[src/hdl/ims_pkg.sv]
// ----------------------------------------------------------------------------
// ims_pkg
// Shared types and byte constants for the IRC message field splitter.
// ----------------------------------------------------------------------------
package ims_pkg;

    // Parse phase of the current message
    typedef enum logic [3:0] {
        PH_START   = 4'd0,
        PH_TAGNAME = 4'd1,
        PH_TAGVAL  = 4'd2,
        PH_SRCPOS  = 4'd3,
        PH_SOURCE  = 4'd4,
        PH_CMDGAP  = 4'd5,
        PH_COMMAND = 4'd6,
        PH_PARAMS  = 4'd7,
        PH_TRAIL   = 4'd8,
        PH_DISCARD = 4'd9
    } t_phase;

    // Byte classification codes
    typedef enum logic [2:0] {
        K_DELIM  = 3'd0,
        K_TNAME  = 3'd1,
        K_TVAL   = 3'd2,
        K_SOURCE = 3'd3,
        K_CMD    = 3'd4,
        K_MIDDLE = 3'd5,
        K_TRAIL  = 3'd6,
        K_DROP   = 3'd7
    } t_kind;

    localparam int unsigned BYTE_W = 8;

    localparam logic [BYTE_W-1:0] CH_AT    = 8'h40;
    localparam logic [BYTE_W-1:0] CH_SEMI  = 8'h3B;
    localparam logic [BYTE_W-1:0] CH_EQ    = 8'h3D;
    localparam logic [BYTE_W-1:0] CH_COLON = 8'h3A;
    localparam logic [BYTE_W-1:0] CH_SPACE = 8'h20;
    localparam logic [BYTE_W-1:0] CH_CR    = 8'h0D;
    localparam logic [BYTE_W-1:0] CH_LF    = 8'h0A;
    localparam logic [BYTE_W-1:0] CH_NUL   = 8'h00;

    localparam logic TAGS_EN_RESET = 1'b1;

endpackage

[src/hdl/irc_message_field_splitter.sv]
// ----------------------------------------------------------------------------
// irc_message_field_splitter
// Classifies each byte of an IRC line (IRCv3 tags, source, command, params)
// and flags field boundaries, message end and malformed messages.
// ----------------------------------------------------------------------------
//
// Channel  | Dir | Handshake                  | Payload
// ---------+-----+----------------------------+-------------------------------
// in       | in  | i_in_valid / o_in_stall    | i_line_byte
// out      | out | o_out_valid / i_out_stall  | o_data_byte, o_byte_kind,
//          |     |                            | o_starts_field, o_field_closed,
//          |     |                            | o_closed_kind, o_message_end,
//          |     |                            | o_malformed
// cfg      | in  | i_cfg_valid / o_cfg_ready  | i_tags_enabled
//
// One byte per cycle sustained while i_out_stall is low; a byte's result is
// offered once it has passed the input register, then the result register.
// The parse state updates as a byte moves from the input register to the
// result register, so consecutive bytes see each other's effect at once.
// i_out_stall holds the result register; o_in_stall rises only when both
// registers are full and the result is stalled.
// Reset (synchronous, active low) empties both stages and returns the parser
// to message start with tags enabled.
module irc_message_field_splitter (
    input  logic                        i_clk,
    input  logic                        i_rst_n,
    // byte input
    input  logic                        i_in_valid,
    output logic                        o_in_stall,
    input  logic [ims_pkg::BYTE_W-1:0]  i_line_byte,
    // result output
    output logic                        o_out_valid,
    input  logic                        i_out_stall,
    output logic [ims_pkg::BYTE_W-1:0]  o_data_byte,
    output logic [2:0]                  o_byte_kind,
    output logic                        o_starts_field,
    output logic                        o_field_closed,
    output logic [2:0]                  o_closed_kind,
    output logic                        o_message_end,
    output logic                        o_malformed,
    // configuration
    input  logic                        i_cfg_valid,
    output logic                        o_cfg_ready,
    input  logic                        i_tags_enabled
);
    import ims_pkg::*;

    // handshake / stage registers
    logic              r_in_valid;
    logic [BYTE_W-1:0] r_in_byte;
    logic              r_out_valid;
    logic [BYTE_W-1:0] r_out_byte;
    t_kind             r_kind;
    logic              r_start;
    logic              r_closed;
    t_kind             r_ckind;
    logic              r_end;
    logic              r_bad;
    logic              r_tags_en;

    // parser state
    t_phase r_phase;
    logic   r_has;
    logic   r_prev;
    logic   r_cr;

    t_phase n_phase;
    logic   n_has;
    logic   n_prev;
    logic   n_cr;

    // combinational result
    t_kind  n_kind;
    logic   n_start;
    logic   n_closed;
    t_kind  n_ckind;
    logic   n_end;
    logic   n_bad;

    logic   w_adv;
    logic   w_in_acc;
    logic   w_is_crlf;
    logic   w_is_lf;

    // pipeline control
    assign w_adv      = r_in_valid && (!r_out_valid || !i_out_stall);
    assign o_in_stall = r_in_valid && !w_adv;
    assign w_in_acc   = i_in_valid && !o_in_stall;
    assign o_cfg_ready = 1'b1;

    assign w_is_lf   = (r_in_byte == CH_LF);
    assign w_is_crlf = (r_in_byte == CH_CR) || w_is_lf;

    // result classification of the byte in the input register
    always_comb begin
        n_kind   = K_DROP;
        n_start  = 1'b0;
        n_closed = 1'b0;
        n_ckind  = K_DELIM;
        n_end    = 1'b0;
        n_bad    = 1'b0;
        case (r_phase)
            PH_START, PH_SRCPOS: begin
                if (r_phase == PH_START && r_in_byte == CH_AT) begin
                    if (r_tags_en) begin
                        n_kind = K_DELIM;
                    end else begin
                        n_bad = 1'b1;
                    end
                end else if (r_in_byte == CH_SPACE || r_in_byte == CH_COLON) begin
                    n_kind = K_DELIM;
                end else if (w_is_crlf) begin
                    n_bad = 1'b1;
                end else begin
                    n_kind  = K_CMD;
                    n_start = 1'b1;
                end
            end
            PH_TAGNAME, PH_TAGVAL: begin
                if (w_is_crlf || r_in_byte == CH_NUL) begin
                    n_bad = 1'b1;
                end else if (r_in_byte == CH_SEMI || r_in_byte == CH_SPACE
                             || (r_in_byte == CH_EQ && r_phase == PH_TAGNAME)) begin
                    n_kind   = K_DELIM;
                    n_closed = 1'b1;
                    n_ckind  = (r_phase == PH_TAGNAME) ? K_TNAME : K_TVAL;
                end else begin
                    n_kind  = (r_phase == PH_TAGNAME) ? K_TNAME : K_TVAL;
                    n_start = !r_has;
                end
            end
            PH_SOURCE: begin
                if (r_in_byte == CH_SPACE) begin
                    n_kind   = K_DELIM;
                    n_closed = 1'b1;
                    n_ckind  = K_SOURCE;
                end else if (w_is_crlf) begin
                    n_bad = 1'b1;
                end else begin
                    n_kind  = K_SOURCE;
                    n_start = !r_has;
                end
            end
            PH_CMDGAP: begin
                if (r_in_byte == CH_SPACE) begin
                    n_kind = K_DELIM;
                end else if (w_is_crlf) begin
                    n_bad = 1'b1;
                end else begin
                    n_kind  = K_CMD;
                    n_start = 1'b1;
                end
            end
            PH_COMMAND: begin
                if (r_in_byte == CH_SPACE || r_in_byte == CH_CR) begin
                    n_kind   = K_DELIM;
                    n_closed = 1'b1;
                    n_ckind  = K_CMD;
                end else if (w_is_lf) begin
                    n_bad = 1'b1;
                end else begin
                    n_kind  = K_CMD;
                    n_start = !r_has;
                end
            end
            PH_PARAMS, PH_TRAIL: begin
                if (r_cr) begin
                    // only LF may follow CR
                    if (w_is_lf) begin
                        n_kind   = K_DELIM;
                        n_end    = 1'b1;
                        n_closed = (r_phase == PH_TRAIL) || r_has;
                        if (r_phase == PH_TRAIL) begin
                            n_ckind = K_TRAIL;
                        end else if (r_has) begin
                            n_ckind = K_MIDDLE;
                        end
                    end else begin
                        n_bad = 1'b1;
                    end
                end else if (r_in_byte == CH_CR) begin
                    n_kind = K_DELIM;
                end else if (w_is_lf) begin
                    n_bad = 1'b1;
                end else if (r_phase == PH_TRAIL) begin
                    n_kind  = K_TRAIL;
                    n_start = !r_has;
                end else if (r_in_byte == CH_SPACE) begin
                    n_kind   = K_DELIM;
                    n_closed = r_has;
                    n_ckind  = r_has ? K_MIDDLE : K_DELIM;
                end else if (r_in_byte == CH_COLON && r_prev && !r_has) begin
                    n_kind = K_DELIM;
                end else begin
                    n_kind  = K_MIDDLE;
                    n_start = !r_has;
                end
            end
            default: begin
                n_kind = K_DROP;
            end
        endcase
    end

    // next parser state
    always_comb begin
        n_phase = r_phase;
        n_has   = r_has;
        n_prev  = r_prev;
        n_cr    = r_cr;
        if (n_bad) begin
            n_phase = w_is_lf ? PH_START : PH_DISCARD;
            n_has   = 1'b0;
            n_prev  = 1'b0;
            n_cr    = 1'b0;
        end else begin
            case (r_phase)
                PH_START, PH_SRCPOS: begin
                    if (r_phase == PH_START && r_in_byte == CH_AT) begin
                        n_phase = PH_TAGNAME;
                        n_has   = 1'b0;
                    end else if (r_in_byte == CH_SPACE) begin
                        n_phase = PH_SRCPOS;
                    end else if (r_in_byte == CH_COLON) begin
                        n_phase = PH_SOURCE;
                        n_has   = 1'b0;
                    end else begin
                        n_phase = PH_COMMAND;
                        n_has   = 1'b1;
                    end
                end
                PH_TAGNAME, PH_TAGVAL: begin
                    if (r_in_byte == CH_SEMI) begin
                        n_phase = PH_TAGNAME;
                        n_has   = 1'b0;
                    end else if (r_in_byte == CH_SPACE) begin
                        n_phase = PH_SRCPOS;
                        n_has   = 1'b0;
                    end else if (r_in_byte == CH_EQ && r_phase == PH_TAGNAME) begin
                        n_phase = PH_TAGVAL;
                        n_has   = 1'b0;
                    end else begin
                        n_has = 1'b1;
                    end
                end
                PH_SOURCE: begin
                    if (r_in_byte == CH_SPACE) begin
                        n_phase = PH_CMDGAP;
                        n_has   = 1'b0;
                    end else begin
                        n_has = 1'b1;
                    end
                end
                PH_CMDGAP: begin
                    if (r_in_byte != CH_SPACE) begin
                        n_phase = PH_COMMAND;
                        n_has   = 1'b1;
                    end
                end
                PH_COMMAND: begin
                    if (r_in_byte == CH_SPACE) begin
                        n_phase = PH_PARAMS;
                        n_has   = 1'b0;
                        n_prev  = 1'b1;
                        n_cr    = 1'b0;
                    end else if (r_in_byte == CH_CR) begin
                        n_phase = PH_PARAMS;
                        n_has   = 1'b0;
                        n_prev  = 1'b0;
                        n_cr    = 1'b1;
                    end else begin
                        n_has = 1'b1;
                    end
                end
                PH_PARAMS, PH_TRAIL: begin
                    if (r_cr) begin
                        // LF after CR: message complete
                        n_phase = PH_START;
                        n_has   = 1'b0;
                        n_prev  = 1'b0;
                        n_cr    = 1'b0;
                    end else if (r_in_byte == CH_CR) begin
                        n_cr = 1'b1;
                    end else if (r_phase == PH_TRAIL) begin
                        n_has = 1'b1;
                    end else if (r_in_byte == CH_SPACE) begin
                        n_has  = 1'b0;
                        n_prev = 1'b1;
                    end else if (r_in_byte == CH_COLON && r_prev && !r_has) begin
                        n_phase = PH_TRAIL;
                        n_has   = 1'b0;
                        n_prev  = 1'b0;
                    end else begin
                        n_has  = 1'b1;
                        n_prev = 1'b0;
                    end
                end
                default: begin
                    if (w_is_lf) begin
                        n_phase = PH_START;
                        n_has   = 1'b0;
                        n_prev  = 1'b0;
                        n_cr    = 1'b0;
                    end
                end
            endcase
        end
    end

    // control registers
    always_ff @(posedge i_clk) begin
        if (!i_rst_n) begin
            r_in_valid  <= 1'b0;
            r_out_valid <= 1'b0;
            r_tags_en   <= TAGS_EN_RESET;
            r_phase     <= PH_START;
            r_has       <= 1'b0;
            r_prev      <= 1'b0;
            r_cr        <= 1'b0;
        end else begin
            if (w_in_acc) begin
                r_in_valid <= 1'b1;
            end else if (w_adv) begin
                r_in_valid <= 1'b0;
            end
            if (w_adv) begin
                r_out_valid <= 1'b1;
            end else if (!i_out_stall) begin
                r_out_valid <= 1'b0;
            end
            if (i_cfg_valid && o_cfg_ready) begin
                r_tags_en <= i_tags_enabled;
            end
            if (w_adv) begin
                r_phase <= n_phase;
                r_has   <= n_has;
                r_prev  <= n_prev;
                r_cr    <= n_cr;
            end
        end
    end

    // payload registers
    always_ff @(posedge i_clk) begin
        if (w_in_acc) begin
            r_in_byte <= i_line_byte;
        end
        if (w_adv) begin
            r_out_byte <= r_in_byte;
            r_kind     <= n_kind;
            r_start    <= n_start;
            r_closed   <= n_closed;
            r_ckind    <= n_ckind;
            r_end      <= n_end;
            r_bad      <= n_bad;
        end
    end

    assign o_out_valid    = r_out_valid;
    assign o_data_byte    = r_out_byte;
    assign o_byte_kind    = r_kind;
    assign o_starts_field = r_start;
    assign o_field_closed = r_closed;
    assign o_closed_kind  = r_ckind;
    assign o_message_end  = r_end;
    assign o_malformed    = r_bad;

endmodule
[config.mk]
export PLATFORM = sky130hd
export DESIGN_NAME = irc_message_field_splitter
export DESIGN_NICKNAME = d
export VERILOG_FILES = /design/src/hdl/ims_pkg.sv /design/src/hdl/irc_message_field_splitter.sv
export SDC_FILE = /design/constraint.sdc
export NUM_CORES = 1
export LEC_CHECK = 0
export ABC_AREA = 1
export ABC_CLOCK_PERIOD_IN_PS = 2600
export BUFFER_PORTS_ARGS = -buffer_cell sky130_fd_sc_hd__buf_4
export CAP_MARGIN = 20
export CORE_UTILIZATION = 56
export CTS_CLUSTER_DIAMETER = 150
export DETAILED_ROUTE_END_ITERATION = 7
export PLACE_DENSITY = 0.79
export SLEW_MARGIN = 20
export SYNTH_ARGS = -nofsm -noshare
export SYNTH_HDL_FRONTEND = slang
export SYNTH_SLANG_ARGS = --single-unit
[constraint.sdc]
create_clock -name i_clk -period 2.6 [get_ports i_clk]
set_input_delay 0.65 -clock i_clk [delete_from_list [all_inputs] [get_ports i_clk]]
set_output_delay 0.65 -clock i_clk [all_outputs]
set_load 0.005 [all_outputs]
======== Word-level counts from Yosys, hierarchy flattened ========
Index checks and enable logic that the tools add are counted.
word-level totals
  register bits ........................... 36
  output and inout port bits .............. 21
  logic and storage cells ................. 204
  bits of input ports ..................... 14
cells by class
  mux-type cells .......................... 127
  equality and inequality tests ........... 27
  reductions and logical operators ........ 35
operators with widths
  kind                  number
  $mux W3               26
  $mux W1               69
  $mux W4               15
  $eq A8 B6 Y1 const B  4
  $ne A4 B4 Y1 const B  6
  $pmux W4 S6           1
  $pmux W3 S6           1
  $eq A4 B3 Y1 const B  4
  $eq A8 B4 Y1 const B  2
  $mux W2               8
  $pmux W1 S6           2
  $pmux W3 S4           1
  $reduce_and A10 Y1    1
  $eq A4 B2 Y1 const B  2
  $eq A8 B7 Y1 const B  1
  $logic_not A8 Y1      1
  $logic_or A1 B1 Y1    8
  $ne A8 B6 Y1 const B  1
  $reduce_bool A8 Y1    1
  $reduce_or A2 Y1      4
  $logic_and A1 B1 Y1   7
  $ne A3 B3 Y1 const B  2
  $pmux W1 S3           2
  $reduce_and A6 Y1     1
  14 further kinds      19

======== Depth between registers and ports, before layout ========
Gate-level depths: netlist of the first run.
  depth in word-level cells ............... 10
  depth in mapped cells ................... 16
  gate-level depth less buffers ........... 16

======== Least setup slack after synthesis of the first run ========
No wires, ideal clock.
  path type ............................... input to register
  start point ............................. input i_out_stall
  end point ............................... register r_phase[2]
  required time ........................... 2486 ps
  data arrival time ....................... 2185 ps
  slack ................................... 301 ps
  setup time .............................. 114 ps
  stages on the path ...................... 8
  cells stage by stage .................... nand2_1 inv_1 nor2_1 nand2_2 nor2_4 nand2_1 nand2_1 nor2_2
on the way
  longest elaborated chain between the ends .. 4
RTL lines
  what                          RTL line                           text
  from (decl)                   irc_message_field_splitter.sv:33   input logic i_out_stall,
  $logic_not A1 Y1              --
  $logic_or A1 B1 Y1            irc_message_field_splitter.sv:86   assign w_adv = r_in_valid && (!r_out_valid || !i_out_stall);
  $logic_and A1 B1 Y1           irc_message_field_splitter.sv:86
  named net w_adv               irc_message_field_splitter.sv:80   logic w_adv;
  $reduce_and A10 Y1 (no line)  --
  to (signal assigned)          irc_message_field_splitter.sv:335  r_phase <= n_phase;
  to (decl)                     irc_message_field_splitter.sv:62   t_phase r_phase;
The timed path passes the listed nets, and every way through them passes these cells.
A chain may end at the register's enable or synchronous reset.

======== Final worst setup path of the first run ========
  start point ............................. register r_in_byte[2]
  end point ............................... register r_phase[3]
on the way
  longest elaborated chain between the ends .. 8
  elaborated cells on any way between the ends .. 44
  classes of those cells .................. eq/ne (16); mux (17); reduce/logical (11)
RTL lines
  what                                                  RTL line                                                                                                 text
  from (decl)                                           irc_message_field_splitter.sv:50                                                                         logic [BYTE_W-1:0] r_in_byte;
  from (signal assigned)                                irc_message_field_splitter.sv:346                                                                        r_in_byte <= i_line_byte;
  $eq A8 B4 Y1, on equally long branches                --
  $logic_or A1 B1 Y1                                    irc_message_field_splitter.sv:92                                                                         assign w_is_crlf = (r_in_byte == CH_CR) || w_is_lf;
  $mux W1                                               irc_message_field_splitter.sv:112, irc_message_field_splitter.sv:137, irc_message_field_splitter.sv:147
  $mux W1                                               irc_message_field_splitter.sv:110                                                                        end else if (r_in_byte == CH_SPACE || r_in_byte == CH_COLON) begin
  $mux W1                                               irc_message_field_splitter.sv:104                                                                        if (r_phase == PH_START && r_in_byte == CH_AT) begin
  $pmux W1 S5 *                                         irc_message_field_splitter.sv:102                                                                        case (r_phase)
  named net n_bad                                       irc_message_field_splitter.sv:78                                                                         logic n_bad;
  $ne A5 B5 Y1 (no line), or another cell as far along  --
  $reduce_and A10 Y1 (no line)                          --
Mark *: on every way through the listed nets, which the timed path passes. The rest lies on a longest branch.

==> run metrics, run 1 <==
status=finished, final reports clean; maximum VDD drop=331 uV; number of post-CTS setup repair buffers=0; drt total wl=5.34 mm; hold-fix buffer count after cts=0; worst max-slew margin expressed relative to the limit=65.3%; largest stage delay on the critical path=0.47 ns; residual overflow from global routing=0; beginning of the worst hold path=r_tags_en$_SDFFE_PN1P_; R2R depth=14; power density of the placed cells=677 nW/um2; endpoint of the lowest-slack register-to-register path=r_phase[3]$_SDFFE_PN0P_; average via count per standard cell=5.64; CP max FO=11; site row count=22; instance area at placement=2530 um2; TritonCTS clock tree=done; syn avg cell area=8.19 um2; Async SR Flop Fraction=0%; post-route cell area=2640 um2; number of DRC markers in iteration 0=214; number of buffers created by CTS=5; Reg-to-Reg Start=r_in_byte[2]$_DFFE_PP_; Sum Neg Setup Slack=0 ns; # diodes=0; Starting Density=59.7%; global-route wire length before repair=8.83 mm; startpoint kind of the worst setup timing path=register; Synth Net Count=287; Total Die Area=4250 um2; number of standard cells after synthesis=273; Post-Synthesis Cell Area=2240 um2; max_cap viols=0; Max Root-Sink Buffers=2; vertical extent of the die=65.2 um; worst clock skew=0.00622 ns; number of enable flip-flop cells after synthesis=26; boundary pin count=35; final hold violation count=0; root buf cell=sky130_fd_sc_hd__clkbuf_8; DRC errors left=0; area added between synthesis and finish=18.1%; data required time of the critical path=2.80 ns; dominant cell by count in the synthesized netlist=sky130_fd_sc_hd__nand2_1; kind of capture point of the worst setup path=register; worst setup path class=reg2reg; cells resized by post-CTS repair=0; total global routing track utilization=28.1%; via count of the first global-routing pass=1876; die width=65.2 um; antenna-violating nets left=0; count of different cell masters after synthesis=34; post-synthesis sequential area ratio=43.9%; number of pins exceeding their max-slew limit in the final report=0; Period minus WS final=2.25 ns; number of nets in the layout=326; worst setup slack for register-to-register paths=0.35 ns; count of input and output buffers=33; chain of cells forming the critical path=inv_1 > nand2_1 > nor2_1 > nand2_1 > nand3_2 > nand2_2 > nor2_4 > nand2_4 > nand2_1 > o21ai_0 > inv_1 > nand2_1 > nand2_1 > nor2_2; maximum number of pins on one net before global-route repair=19; Final Cycle Share=86.6%; dominant register cell in the synthesized netlist=sky130_fd_sc_hd__edfxtp_1; yosys warns=0; most frequent cells after synthesis=52 x sky130_fd_sc_hd__nand2_1, 35 x sky130_fd_sc_hd__nor2_1, 33 x sky130_fd_sc_hd__inv_1, 26 x sky130_fd_sc_hd__edfxtp_1, 18 x sky130_fd_sc_hd__nand3_1; WHS Path Cells=2; slew at the pin closest to its max-slew limit=0.520 ns; unrepaired setup endpoints after global routing=no; P_leak=1.16 nW; area leader, netlist=sky130_fd_sc_hd__edfxtp_1; flops & latches, synth=36; routed wirelength normalized by instance count=14.8 um; count of H-tree levels built during CTS=2; peak clock frequency supported by timing=0.444 GHz; first-pass iteration count of the detailed router=6; standard cell core area=3740 um2; clock transition time at the flip-flop clock pins of the worst setup and hold paths=0.08 ns; cell types with the largest area share after synthesis=sky130_fd_sc_hd__edfxtp_1 35%, sky130_fd_sc_hd__dfxtp_1 9.0%, sky130_fd_sc_hd__nand2_1 8.7%; initial antenna violation count=0; layout cell share with drive strength beyond 1=26.2%; total via count after detailed routing=2035; insertion delay to the later sink of the worst-skew pair=0.30 ns; portion of synthesized cell area occupied by the leading cell type=34.9%; critical path arrival=2.45 ns; hold crit path type=reg2reg; slowest cell on the critical path=sky130_fd_sc_hd__edfxtp_1; Final Setup Violations=0; number of sinks on the clock net=36; hold worst-path end=r_tags_en$_SDFFE_PN1P_; global placement routability congestion=1.00; post-detailed-placement half-perimeter wirelength=4.17 mm; most frequent CP cell=sky130_fd_sc_hd__nand2_1
==> per-layer routing <==
| metal | global-route usage (%) | wire length [um] | share of wire (%) |
|---|---|---|---|
| met2 | 41.6 | 2390 | 45 |
| met1 | 37.7 | 2180 | 41 |
| met3 | 7.12 | 553 | 10 |
| met4 | 14.7 | 215 | 4.0 |
| met5 | 0 | 0 | 0 |
==> how the worst max path moves through the flow <==
| stage | end | slack, ns | start | cells past startpoint |
|---|---|---|---|---|
| 6_report | r_phase[3]$_SDFFE_PN0P_ | 0.35 | r_in_byte[2]$_DFFE_PP_ | 14 |
| 4_1_cts | r_phase[3]$_SDFFE_PN0P_ | 0.38 | r_in_byte[2]$_DFFE_PP_ | 14 |
| 5_1_grt | r_phase[3]$_SDFFE_PN0P_ | 0.14 | r_in_byte[2]$_DFFE_PP_ | 14 |
| 3_5_place_dp | r_phase[3]$_SDFFE_PN0P_ | 0.40 | r_in_byte[2]$_DFFE_PP_ | 14 |
| 2_1_floorplan | r_phase[2]$_SDFFE_PN0P_ | 0.30 | i_out_stall | 8 |
| 3_3_place_gp | r_phase[3]$_SDFFE_PN0P_ | 0.42 | r_in_byte[2]$_DFFE_PP_ | 14 |
==> per-stage QoR <==
step / util (%) / total power, mW / setup slack [ns] / std cells / hold WS, ns
after floorplan: - / 1.18 / 0.301 / 273 / 0.446
after global placement: 67.7 / 1.33 / 0.420 / 353 / 0.463
after detailed placement: 67.7 / 1.33 / 0.399 / 353 / 0.475
after CTS: 70.6 / 1.78 / 0.379 / 361 / 0.486
after global routing: 70.6 / 1.89 / 0.140 / 361 / 0.510
final: 70.6 / 1.79 / 0.348 / 361 / 0.481
==> power breakdown <==
| part | switching, mW | total, mW | internal, mW |
|---|---|---|---|
| clock network | 0.210 | 0.455 | 0.245 |
| logic | 0.379 | 0.607 | 0.229 |
| registers | 0.0516 | 0.727 | 0.676 |
==> final cells by class <==
cell class              count  area [um2]
well taps                  48        60.1
repair buffers             35         263
clock buffers               6        93.8
fillers                   333        1100
clock inverters             2        12.5
multi-input cells         198        1100
flip-flops and latches     36         981
inverters                  36         135
==> flip-flops by register name, summed over array words and instances, names as in the netlist, 3 cells and up <==
register and cells:
o_data_byte 8, r_in_byte 8, r_phase 4, o_byte_kind 3, o_closed_kind 3
==> worst max-delay path: cells and delay by family (launching register included) <==
kind                   cells  cell delay (ns)
AO/OA/AOI/OAI              1             0.10
flip-flops                 1             0.47
AND/OR/NAND/NOR           11             1.40
buffers and inverters      2             0.18
==> cells in the final DEF (no fill, tap or decap), drive strengths merged, types with 2 or more instances in the layout <==
cell and instances:
a21oi 16, buf 35, clkbuf 6, dfxtp 10
edfxtp 26, inv 36, nand2 65, nand3 24
nand3b 2, nand4 8, nor2 49, nor3 6
nor4 2, o21ai 16, o31ai 3
==> logic make-up (layout without fill, tap and decap cells) <==
group | count (synthesis) | in the layout | share of synthesized area, %
other | 1 | 1 | 0.168
flip-flops | 36 | 36 | 43.9
AND/OR/NAND/NOR | 157 | 157 | 38.8
AO/OA/AOI/OAI | 40 | 40 | 10.0
buffers and inverters | 39 | 79 | 7.11
Power figures use the tool's default switching activity.
==> inputs of run 2 (changes only) <==
ABC_AREA = unset   (was 1)
CORE_UTILIZATION = 55   (was 56)
PLACE_DENSITY = 0.78   (was 0.79)
==> run metrics, run 2 <==
status=finished, final reports clean; critical path arrival=2.73 ns (+0.28 ns); pre-CTS setup slack=0.108 ns (-0.291 ns); dominant register cell in the synthesized netlist=sky130_fd_sc_hd__edfxtp_1; slew at the pin closest to its max-slew limit=0.575 ns (+0.0559 ns); worst clock skew=0.00507 ns (-0.00116 ns); Post-Synthesis Cell Area=2190 um2 (-2.1%); most frequent cells after synthesis=26 x sky130_fd_sc_hd__edfxtp_1, 24 x sky130_fd_sc_hd__nand2_1, 17 x sky130_fd_sc_hd__nor2_1, 11 x sky130_fd_sc_hd__a21oi_1, 11 x sky130_fd_sc_hd__o21ai_0; Total Die Area=4230 um2 (-0.34%); area added between synthesis and finish=29.0%; count of input and output buffers=33 (unchanged); filler-free cell count of the finished design=338 (-6.4%); average via count per standard cell=6.45 (+14%); number of standard cells after synthesis=228 (-16%); Multi-input gate area=1140 um2 (+4.2%); Synth Net Count=242 (-16%); Power Total=2.02 mW (+13%); maximum VDD drop=471 uV (+42%); final hold violation count=0 (unchanged); Async SR Flop Fraction=0% (unchanged); instance area at placement=2700 um2 (+6.3%); global placement routability congestion=0.986 (-1.5%); slowest cell on the critical path=sky130_fd_sc_hd__dfxtp_1; TritonCTS clock tree=done; via count of the first global-routing pass=1960 (+4.5%); number of post-CTS setup repair buffers=0 (unchanged); root buf cell=sky130_fd_sc_hd__clkbuf_8; drt total wl=6.18 mm (+16%); max_cap viols=0 (unchanged); number of sinks on the clock net=36 (unchanged); Final Setup Violations=0 (unchanged); largest stage delay on the critical path=0.69 ns (+0.22 ns); unrepaired setup endpoints after global routing=yes; antenna-violating nets left=0 (unchanged); insertion delay to the later sink of the worst-skew pair=0.29 ns (about the same); dominant cell by count in the synthesized netlist=sky130_fd_sc_hd__edfxtp_1; boundary pin count=35 (unchanged); number of DRC markers in iteration 0=221 (+3.3%); worst max-slew margin expressed relative to the limit=61.6% (-3.7 points); most common library cell in the layout ignoring fill and taps=sky130_fd_sc_hd__buf_4; number of buffers created by CTS=5 (unchanged); yosys warns=0 (unchanged); hold-fix buffer count after cts=0 (unchanged); power density of the placed cells=716 nW/um2 (+5.8%); placed cell count=330 (-6.5%); clock transition time at the flip-flop clock pins of the worst setup and hold paths=0.07 ns (about the same); number of nets in the layout=303 (-7.1%); flip-flop and latch area=981 um2 (unchanged); routed wirelength normalized by instance count=18.3 um (+24%); number of enable flip-flop cells after synthesis=26 (unchanged); P_leak=1.11 nW (-4.2%); Final Cycle Share=96.1% (+9.4 points); count of different cell masters after synthesis=65 (+91%); number of pins exceeding their max-slew limit in the final report=0 (unchanged); post-detailed-placement half-perimeter wirelength=4.57 mm (+9.7%); kind of capture point of the worst setup path=register; initial antenna violation count=0 (unchanged); CP max FO=13 (+2); syn avg cell area=9.60 um2 (+17%); flops & latches, synth=36 (unchanged); PnR worst setup slack=0.103 ns (-0.245 ns); DRC errors left=0 (unchanged); post-route cell area=2820 um2 (+6.9%); site row count=22 (unchanged); most frequent cells in the layout=68 x sky130_fd_sc_hd__buf_4, 26 x sky130_fd_sc_hd__edfxtp_1, 24 x sky130_fd_sc_hd__nand2_1; area leader, netlist=sky130_fd_sc_hd__edfxtp_1; worst setup path class=reg2reg; total via count after detailed routing=2181 (+7.2%); residual overflow from global routing=0 (unchanged); vertical extent of the die=65.1 um (-0.17%); post-synthesis sequential area ratio=44.8% (+0.95 points); hold slack final=0.475 ns (-0.00550 ns); cell types with the largest area share after synthesis=sky130_fd_sc_hd__edfxtp_1 36%, sky130_fd_sc_hd__dfxtp_1 9.1%, sky130_fd_sc_hd__nand2_1 4.1%; count of H-tree levels built during CTS=2 (unchanged); peak clock frequency supported by timing=0.400 GHz (-9.8%); hold crit path type=reg2reg; portion of synthesized cell area occupied by the leading cell type=35.7% (+0.76 points); first-pass iteration count of the detailed router=5 (-1); maximum number of pins on one net before global-route repair=14 (-5); standard cell core area=3740 um2 (unchanged); global-route wire length before repair=9.67 mm (+9.6%); Starting Density=58.5% (-1.3 points); layout cell share with drive strength beyond 1=31.7% (+5.5 points); startpoint kind of the worst setup timing path=register; Period minus WS final=2.50 ns (+0.245 ns); total global routing track utilization=30.6% (+2.5 points); die width=65.1 um (-0.17%); data required time of the critical path=2.83 ns (+0.03 ns); number of filler instances in the final layout=284 (-15%); Max Root-Sink Buffers=2 (unchanged); chain of cells forming the critical path=nor4_1 > and4b_1 > a311oi_1 > and3_4 > clkinv_2 > buf_4 > nor3_2 > a32o_1; # diodes=0 (unchanged)
## run 2: routing by layer
| metal | part of all wire (%) | track usage [%] | vias up |
|---|---|---|---|
| met5 | 0 | 0 | - |
| met4 | 3.4 | 11.4 | 0 |
| met3 | 8.9 | 5.11 | 30 |
| met2 | 46 | 47.8 | 140 |
| met1 | 41 | 42.4 | 1008 |
| li1 | - | - | 1003 |
## run 2: what timing repair did
item / in CTS / in global routing
resized for setup: 0 / 4
endpoints found under the setup margin: 0 / 4
endpoints found under the hold margin: 0 / 0
## run 2: power breakdown
group | internal, mW | switching, mW
Clock | 0.279 | 0.204
Combinational | 0.376 | 0.387
Sequential | 0.685 | 0.0908
Total | 1.34 | 0.683
## run 2: kinds of logic (layout without fill, tap and decap cells)
| family | after synthesis | in the layout | share of synthesized area [%] |
|---|---|---|---|
| other | 1 | 1 | 0.171 |
| XOR/XNOR | 2 | 2 | 0.801 |
| multiplexers | 4 | 4 | 1.89 |
| buffers and inverters | 20 | 82 | 4.17 |
| flip-flops | 36 | 36 | 44.8 |
| AND/OR/NAND/NOR | 98 | 98 | 27.0 |
| AO/OA/AOI/OAI | 67 | 67 | 21.2 |
## run 2: path summary, 6_finish.rpt
check	from	to	slack (ns)	cells after the start
setup / recovery	r_phase[1]$_SDFFE_PN0P_	r_phase[1]$_SDFFE_PN0P_	0.10	8
hold / removal	r_prev$_SDFFE_PN0P_	r_prev$_SDFFE_PN0P_	0.47	2
setup reg to reg	r_phase[1]$_SDFFE_PN0P_	r_phase[1]$_SDFFE_PN0P_	0.10	8
hold reg to reg	r_prev$_SDFFE_PN0P_	r_prev$_SDFFE_PN0P_	0.47	2
## run 2: cell type report
| class | count | share of cell area (%) |
|---|---|---|
| clock buffer | 5 | 2.44 |
| clock inverter | 3 | 1.33 |
| tap | 48 | 2.13 |
| sequential | 36 | 34.7 |
| inverter | 6 | 0.842 |
| timing repair buffer | 68 | 18.1 |
| multi-input combinational | 172 | 40.5 |
## run 2: through the flow
stage | util (%) | TNS (ns)
6_report | 75.4 | 0
5_1_grt | 75.4 | -0.0274
4_1_cts | 74.8 | 0
3_5_place_dp | 72.0 | 0
3_3_place_gp | 72.0 | 0
2_1_floorplan | - | 0
## run 2: worst max-delay path: cells and delay by family, from the launching register on
family                 cells  cell delay [ns]
AND/OR/NAND/NOR            4             0.92
flip-flops                 1             0.69
AO/OA/AOI/OAI              2             0.55
buffers and inverters      2             0.29
